`config.mk`:
```
export PLATFORM = sky130hd
export DESIGN_NAME = websocket_frame_deframer
export DESIGN_NICKNAME = d
export VERILOG_FILES = /design/src/hw/rtl/wsd_pkg.sv /design/src/hw/rtl/websocket_frame_deframer.sv /design/src/hw/rtl/wsd_core.sv
export SDC_FILE = /design/constraint.sdc
export NUM_CORES = 1
export LEC_CHECK = 0
export ABC_AREA = 1
export BUFFER_PORTS_ARGS = -buffer_cell sky130_fd_sc_hd__buf_2
export CAP_MARGIN = 20
export CORE_UTILIZATION = 35
export CTS_BUF_LIST = sky130_fd_sc_hd__clkbuf_8
export CTS_CLUSTER_DIAMETER = 30
export CTS_CLUSTER_SIZE = 24
export DETAILED_ROUTE_END_ITERATION = 10
export PLACE_DENSITY = 0.53
export SLEW_MARGIN = 25
export SYNTH_ARGS = -nofsm -noshare
export SYNTH_HDL_FRONTEND = slang
export SYNTH_HIERARCHICAL = 1
export SYNTH_SLANG_ARGS = --single-unit
```
`constraint.sdc`:
```
create_clock -name aclk -period 9.5 [get_ports aclk]
set_clock_uncertainty 0.05 [all_clocks]
set_input_delay 0 -clock aclk [delete_from_list [all_inputs] [get_ports aclk]]
set_output_delay 0 -clock aclk [all_outputs]
set_load 0.01 [all_outputs]
```
`src/hw/rtl/wsd_pkg.sv`:
```
// Shared types and constants for the WebSocket frame deframer.
`timescale 1ns / 1ps

package wsd_pkg;

    // Frame header constants
    localparam logic [7:0] FIRST_BYTE     = 8'h82;
    localparam logic [6:0] LEN_ESC16      = 7'd126;
    localparam logic [6:0] LEN_ESC64      = 7'd127;
    localparam logic [2:0] LEN16_LAST_IDX = 3'd1;
    localparam logic [2:0] LEN64_LAST_IDX = 3'd7;
    localparam logic [1:0] KEY_LAST_IDX   = 2'd3;
    localparam logic [31:0] LIMIT_RESET   = 32'd65536;
    localparam logic [32:0] KEY_BYTES     = 33'd4;

    // Parser phase
    typedef enum logic [2:0] {
        PH_FIRST,
        PH_SECOND,
        PH_LEN16,
        PH_LEN64,
        PH_KEY,
        PH_DATA,
        PH_FAILED
    } phase_t;

    // Result kind
    typedef enum logic [1:0] {
        KIND_DATA  = 2'd0,
        KIND_EMPTY = 2'd1,
        KIND_ERROR = 2'd2
    } kind_t;

    // Error codes
    typedef enum logic [1:0] {
        ERR_FIRST_BYTE = 2'd0,
        ERR_MASK_CLEAR = 2'd1,
        ERR_TOO_LONG   = 2'd2
    } err_t;

    // One result from the parser core
    typedef struct packed {
        logic       valid;
        kind_t      kind;
        logic [7:0] data;
        logic       last;
        err_t       code;
    } result_t;

endpackage

```
`src/hw/rtl/websocket_frame_deframer.sv`:
```
// Top level: stream ports, limit register and result register.
// Results reach the m_ side through the output register, loaded on the input byte transfer.
// Throughput: one byte per cycle; the single output register stalls input only when
// it holds a result and m_tready is low.
// Reset (aresetn low, synchronous): parser back to awaiting first byte, error state
// cleared, frame_limit back to 65536, output register emptied.
`timescale 1ns / 1ps

module websocket_frame_deframer (
    input  logic        aclk,
    input  logic        aresetn,
    // Configuration: frame_limit write
    input  logic        cfg_wr_en,
    input  logic [31:0] cfg_wr_data,
    // Input stream
    input  logic        s_tvalid,
    output logic        s_tready,
    input  logic [7:0]  s_tdata,   // [7:0] rx_byte
    // Result stream
    output logic        m_tvalid,
    input  logic        m_tready,
    output logic [15:0] m_tdata,   // [7:0] data_byte, [9:8] fault_code, [15:10] zero
    output logic        m_tlast,   // last_of_frame
    output logic [1:0]  m_tuser    // [1:0] kind
);
    import wsd_pkg::*;

    logic [31:0] limit_reg;
    logic        accept;
    result_t     result;
    logic        m_valid_reg, m_valid_next;
    logic [7:0]  m_data_reg;
    err_t        m_code_reg;
    logic        m_last_reg;
    kind_t       m_kind_reg;

    assign s_tready = !m_valid_reg || m_tready;
    assign accept   = s_tvalid && s_tready;

    // Frame limit register
    always_ff @(posedge aclk) begin
        if (!aresetn) begin
            limit_reg <= LIMIT_RESET;
        end else if (cfg_wr_en) begin
            limit_reg <= cfg_wr_data;
        end
    end

    wsd_core u_core (
        .aclk        (aclk),
        .aresetn     (aresetn),
        .accept      (accept),
        .rx_byte     (s_tdata),
        .frame_limit (limit_reg),
        .result      (result)
    );

    // Output valid: load on input transfer, drop once the result is taken
    always_comb begin
        m_valid_next = m_valid_reg;
        if (accept) begin
            m_valid_next = result.valid;
        end else if (m_tready) begin
            m_valid_next = 1'b0;
        end
    end

    always_ff @(posedge aclk) begin
        if (!aresetn) begin
            m_valid_reg <= 1'b0;
        end else begin
            m_valid_reg <= m_valid_next;
        end
    end

    // Output payload
    always_ff @(posedge aclk) begin
        if (accept) begin
            m_data_reg <= result.data;
            m_code_reg <= result.code;
            m_last_reg <= result.last;
            m_kind_reg <= result.kind;
        end
    end

    assign m_tvalid = m_valid_reg;
    assign m_tdata  = {6'd0, m_code_reg, m_data_reg};
    assign m_tlast  = m_last_reg;
    assign m_tuser  = m_kind_reg;

endmodule

```
`src/hw/rtl/wsd_core.sv`:
```
// Frame header parser, length check and payload unmasking.
`timescale 1ns / 1ps

module wsd_core (
    input  logic              aclk,
    input  logic              aresetn,
    input  logic              accept,
    input  logic [7:0]        rx_byte,
    input  logic [31:0]       frame_limit,
    output wsd_pkg::result_t  result
);
    import wsd_pkg::*;

    phase_t      phase_reg,   phase_next;
    logic [31:0] len_lo_reg,  len_lo_next;
    logic        len_hi_reg,  len_hi_next;
    logic [2:0]  hdr_cnt_reg, hdr_cnt_next;
    logic [31:0] key_reg,     key_next;
    logic [1:0]  pos_reg,     pos_next;
    logic [31:0] remain_reg,  remain_next;

    // Length candidate for the check (low word plus sticky upper-word flag)
    logic [31:0] chk_lo;
    logic        chk_hi;
    logic        too_long;
    logic [7:0]  key_byte;

    // Length check: length + 4 > limit, upper word nonzero is always too long
    assign too_long = chk_hi || (({1'b0, chk_lo} + KEY_BYTES) > {1'b0, frame_limit});

    // Key byte at current payload position, first key byte in the top bits
    always_comb begin
        case (pos_reg)
            2'd0:    key_byte = key_reg[31:24];
            2'd1:    key_byte = key_reg[23:16];
            2'd2:    key_byte = key_reg[15:8];
            default: key_byte = key_reg[7:0];
        endcase
    end

    // Next state and result
    always_comb begin
        phase_next   = phase_reg;
        len_lo_next  = len_lo_reg;
        len_hi_next  = len_hi_reg;
        hdr_cnt_next = hdr_cnt_reg;
        key_next     = key_reg;
        pos_next     = pos_reg;
        remain_next  = remain_reg;
        chk_lo       = {len_lo_reg[23:0], rx_byte};
        chk_hi       = len_hi_reg || (len_lo_reg[31:24] != 8'd0);
        result       = '{valid: 1'b0, kind: KIND_DATA, data: 8'd0, last: 1'b0,
                         code: ERR_FIRST_BYTE};

        if (accept) begin
            case (phase_reg)
                PH_FIRST: begin
                    if (rx_byte != FIRST_BYTE) begin
                        phase_next   = PH_FAILED;
                        result.valid = 1'b1;
                        result.kind  = KIND_ERROR;
                        result.code  = ERR_FIRST_BYTE;
                    end else begin
                        phase_next = PH_SECOND;
                    end
                end
                PH_SECOND: begin
                    chk_lo       = {25'd0, rx_byte[6:0]};
                    chk_hi       = 1'b0;
                    len_lo_next  = 32'd0;
                    len_hi_next  = 1'b0;
                    hdr_cnt_next = 3'd0;
                    if (!rx_byte[7]) begin
                        phase_next   = PH_FAILED;
                        result.valid = 1'b1;
                        result.kind  = KIND_ERROR;
                        result.code  = ERR_MASK_CLEAR;
                    end else if (rx_byte[6:0] == LEN_ESC64) begin
                        phase_next = PH_LEN64;
                    end else if (rx_byte[6:0] == LEN_ESC16) begin
                        phase_next = PH_LEN16;
                    end else if (too_long) begin
                        phase_next   = PH_FAILED;
                        result.valid = 1'b1;
                        result.kind  = KIND_ERROR;
                        result.code  = ERR_TOO_LONG;
                    end else begin
                        remain_next = chk_lo;
                        key_next    = 32'd0;
                        phase_next  = PH_KEY;
                    end
                end
                PH_LEN16, PH_LEN64: begin
                    len_lo_next  = chk_lo;
                    len_hi_next  = chk_hi;
                    hdr_cnt_next = hdr_cnt_reg + 3'd1;
                    if ((phase_reg == PH_LEN16 && hdr_cnt_reg == LEN16_LAST_IDX) ||
                        (phase_reg == PH_LEN64 && hdr_cnt_reg == LEN64_LAST_IDX)) begin
                        hdr_cnt_next = 3'd0;
                        if (too_long) begin
                            phase_next   = PH_FAILED;
                            result.valid = 1'b1;
                            result.kind  = KIND_ERROR;
                            result.code  = ERR_TOO_LONG;
                        end else begin
                            remain_next = chk_lo;
                            key_next    = 32'd0;
                            phase_next  = PH_KEY;
                        end
                    end
                end
                PH_KEY: begin
                    key_next     = {key_reg[23:0], rx_byte};
                    hdr_cnt_next = hdr_cnt_reg + 3'd1;
                    if (hdr_cnt_reg[1:0] == KEY_LAST_IDX) begin
                        hdr_cnt_next = 3'd0;
                        pos_next     = 2'd0;
                        if (remain_reg == 32'd0) begin
                            phase_next   = PH_FIRST;
                            result.valid = 1'b1;
                            result.kind  = KIND_EMPTY;
                            result.last  = 1'b1;
                        end else begin
                            phase_next = PH_DATA;
                        end
                    end
                end
                PH_DATA: begin
                    pos_next     = pos_reg + 2'd1;
                    remain_next  = remain_reg - 32'd1;
                    result.valid = 1'b1;
                    result.kind  = KIND_DATA;
                    result.data  = rx_byte ^ key_byte;
                    result.last  = (remain_reg == 32'd1);
                    if (remain_reg == 32'd1) begin
                        phase_next = PH_FIRST;
                    end
                end
                PH_FAILED: begin
                    phase_next = PH_FAILED;
                end
                default: begin
                    phase_next = PH_FIRST;
                end
            endcase
        end
    end

    // State registers
    always_ff @(posedge aclk) begin
        if (!aresetn) begin
            phase_reg   <= PH_FIRST;
            len_lo_reg  <= 32'd0;
            len_hi_reg  <= 1'b0;
            hdr_cnt_reg <= 3'd0;
            key_reg     <= 32'd0;
            pos_reg     <= 2'd0;
            remain_reg  <= 32'd0;
        end else begin
            phase_reg   <= phase_next;
            len_lo_reg  <= len_lo_next;
            len_hi_reg  <= len_hi_next;
            hdr_cnt_reg <= hdr_cnt_next;
            key_reg     <= key_next;
            pos_reg     <= pos_next;
            remain_reg  <= remain_next;
        end
    end

endmodule
```
==> impl_metrics.tcl <==
set metrics [dict create \
    outcome "finished, violations left" \
    violations "DRC" \
    synth_cell_types 51 \
    grt_pass1_vias 7859 \
    vdd_ir_drop_max_uv 121 \
    crit_path_start_kind "register" \
    setup_tns_ns 0 \
    hold_path.class "input pin to register" \
    grt_use_total_pct 18.7 \
    wirelength_mm 24.9 \
    num_io_pins 66 \
    fillers 2849 \
    placeableCoreArea_sq_um 26100 \
    end_kind "register" \
    path_common_cell "nand2_1" \
    synthAdderAreaFrac_pct 5.90 \
    fmax_ghz 0.191 \
    power_frac_seq_pct 32.1 \
    drv_slew 0 \
    synth_top_family_by_area "simple AND/OR/NAND/NOR gates" \
    design_area_sq_um 10600 \
    syn_inst 1421 \
    required_ns 9.79 \
    cts-buffers-inserted 17 \
    overflow 0 \
    worst_ep_arrival_time_ns 5.53 \
    die_h_um 165 \
    crit_type "register to register" \
    pre_cts_ws_ns 4.31 \
    mostFrequentLayoutCell "nor2_1" \
    power_mw 2.93 \
    io_buffer_count 59 \
    tightest_slew_ns 0.758 \
    grt_pass1_wl_mm 40.3 \
    synthMuxAreaShare_pct 0 \
    root_buffer "clkbuf_8" \
    synthesis.area_sq_um 9340 \
    setup_viol 0 \
    swShare_pct 47.5 \
    hpwlAfterDp_mm 17.5 \
    p_clk_share_pct 17.2 \
    cp_max_fo 43 \
    cts_sinks 151 \
    ys.flop_type "dfxtp_1" \
    slowest_stage "inv_1" \
    p_switching_mw 1.39 \
    hold_violations 0 \
    syn_area_per_cell_sq_um 6.57 \
    firstDrtPassIters 8 \
    maxSlewHeadroom_pct 49.4 \
    p_int_mw 1.54 \
    synthSimpleGateAreaFrac_pct 32.3 \
    rows 59 \
    placed_cell_area_sq_um 9820 \
    post-route-drc-count 6 \
    drt.antenna.violating_nets 0 \
    diodes 0 \
    ys_seq_area_share_pct 33.8 \
    cts_tree "done" \
    cpPeakStageDelay_ns 0.57 \
    htree_levels 4 \
    die_x_um 165 \
    grt_antenna_before_repair 0 \
    synth-edff-count 13 \
    drive_above_1_share_pct 9.71 \
    most-common-layout-cells "nor2_1, nand2_1, inv_1, dfxtp_1, o21ai_0" \
    dieArea_sq_um 27300 \
    ys_ff_latch 151 \
    vias_per_cell 4.68 \
    yosysWarnings 6 \
    drt_iter0_markers 526 \
    dr_total_vias 8615 \
    synthArstFlopShare_pct 0 \
    synth_xor_area_share_pct 3.75 \
    rsz0062_at_grt "false" \
    synth_compound_area_share_pct 12.8 \
    area_delta_synth_final_pct 14.1 \
    fin_nets 1580 \
    setup_slack_ns 4.26 \
    path_clk_slew_ns 0.09 \
    grt_max_degree 73 \
    wl_per_cell_um 13.5 \
    pwr-share-comb_pct 50.6 \
    post-route-period-util_pct 55.1 \
    maxCapViolCount 0 \
    p_leak_nw 4.87 \
    period_needed_ns 5.24 \
    clk_path_buf_depth 2 \
    clkLatencyLatePin_ns 0.46 \
    place.gp.congestion 0.901 \
    power_density_nw_per_um2 275 \
    initial_core_util_pct 35.7 \
    whs_ns 0.0494 \
]
-- path summary, 6_finish.rpt --
path / startpoint / to / slack [ns] / cells after the start
worst min-delay path: cfg_wr_en / limit_reg[25]$_SDFFE_PN0P_ / 0.05 / 3
worst max register to register: u_core/phase_reg[1]$_SDFFE_PN0P_ / u_core/key_reg[21]$_SDFFE_PN0P_ / 4.26 / 28
worst min register to register: limit_reg[16]$_SDFFE_PN1P_ / limit_reg[16]$_SDFFE_PN1P_ / 0.42 / 2
worst max-delay path: u_core/phase_reg[1]$_SDFFE_PN0P_ / u_core/key_reg[21]$_SDFFE_PN0P_ / 4.26 / 28
-- metal layers --
| metal | global-route usage [%] | vias to the layer above | wire length [um] |
|---|---|---|---|
| met5 | 0 | - | 0 |
| met4 | 3.72 | 0 | 200 |
| met3 | 2.65 | 12 | 776 |
| met2 | 29.8 | 108 | 10700 |
| met1 | 26.8 | 3880 | 13200 |
| li1 | - | 4615 | - |
-- power groups by stage --
stage	Sequential, mW	Combinational (mW)	Clock (mW)
finish	0.940	1.48	0.505
global route	0.965	1.71	0.547
CTS	0.939	1.49	0.525
detailed placement	0.953	1.47	0
global placement	0.950	1.45	0
floorplan	0.909	1.17	0
-- synth_stat cells, types with 7 or more instances --
| cell | number | share of area, % |
|---|---|---|
| nand4_1 | 12 | 0.80 |
| nand2_1 | 235 | 9.4 |
| dfxtp_1 | 138 | 30 |
| nor4_1 | 7 | 0.47 |
| clkbuf_1 | 31 | 1.2 |
| nand3_1 | 36 | 1.9 |
| nor3_1 | 21 | 1.1 |
| inv_1 | 190 | 7.6 |
| a211oi_1 | 7 | 0.56 |
| nor2_2 | 16 | 1.1 |
| buf_4 | 7 | 0.56 |
| o21ai_0 | 114 | 6.1 |
| a21oi_1 | 79 | 4.2 |
| nor2_1 | 320 | 13 |
| xor2_1 | 31 | 2.9 |
| ha_1 | 44 | 5.9 |
| xnor2_1 | 9 | 0.84 |
| edfxtp_1 | 13 | 4.2 |
| nand3b_1 | 25 | 2.0 |
| nand2_2 | 7 | 0.47 |
| buf_2 | 17 | 0.91 |
-- kinds of logic (layout without fill, tap and decap cells) --
group           after synthesis  after routing
other cells                   1              6
xor+xnor                     40             40
fa+ha+maj                    44             44
flops                       151            151
compound gates              225            225
buf+inv                     261            339
simple gates                699            699
-- layout make-up --
cell class	count	area (sq um)	share of cell area (%)
sequential	151	3150	29.6
multi-input combinational	1014	5150	48.4
tap	335	419	3.94
timing repair buffer	111	798	7.50
clock buffer	17	234	2.20
clock inverter	15	159	1.49
inverter	196	736	6.91
-- worst max-delay path, delay by kind of cell, from the launching register on --
family / cells / cell delay [ns]
AND/OR/NAND/NOR: 20 / 3.13
buffers and inverters: 6 / 0.98
flip-flops: 1 / 0.45
XOR/XNOR: 1 / 0.20
adder cells (fa/ha/maj): 1 / 0.29
-- per-stage QoR --
| stage | instances | util (%) |
|---|---|---|
| floorplan | 1426 | - |
| finish | 1839 | 40.7 |
| CTS | 1839 | 40.7 |
| global placement | 1763 | 37.6 |
| detailed placement | 1763 | 37.6 |
| global route | 1839 | 40.7 |
-- what timing repair did --
| item | 4_1_cts | 5_1_grt |
|---|---|---|
| hold buffers | 44 | 0 |
| resized for setup | 0 | 0 |
| setup buffers | 0 | 0 |
| endpoints found under the hold margin | 61 | 0 |
Note: power is estimated with default switching activity, not from simulation.
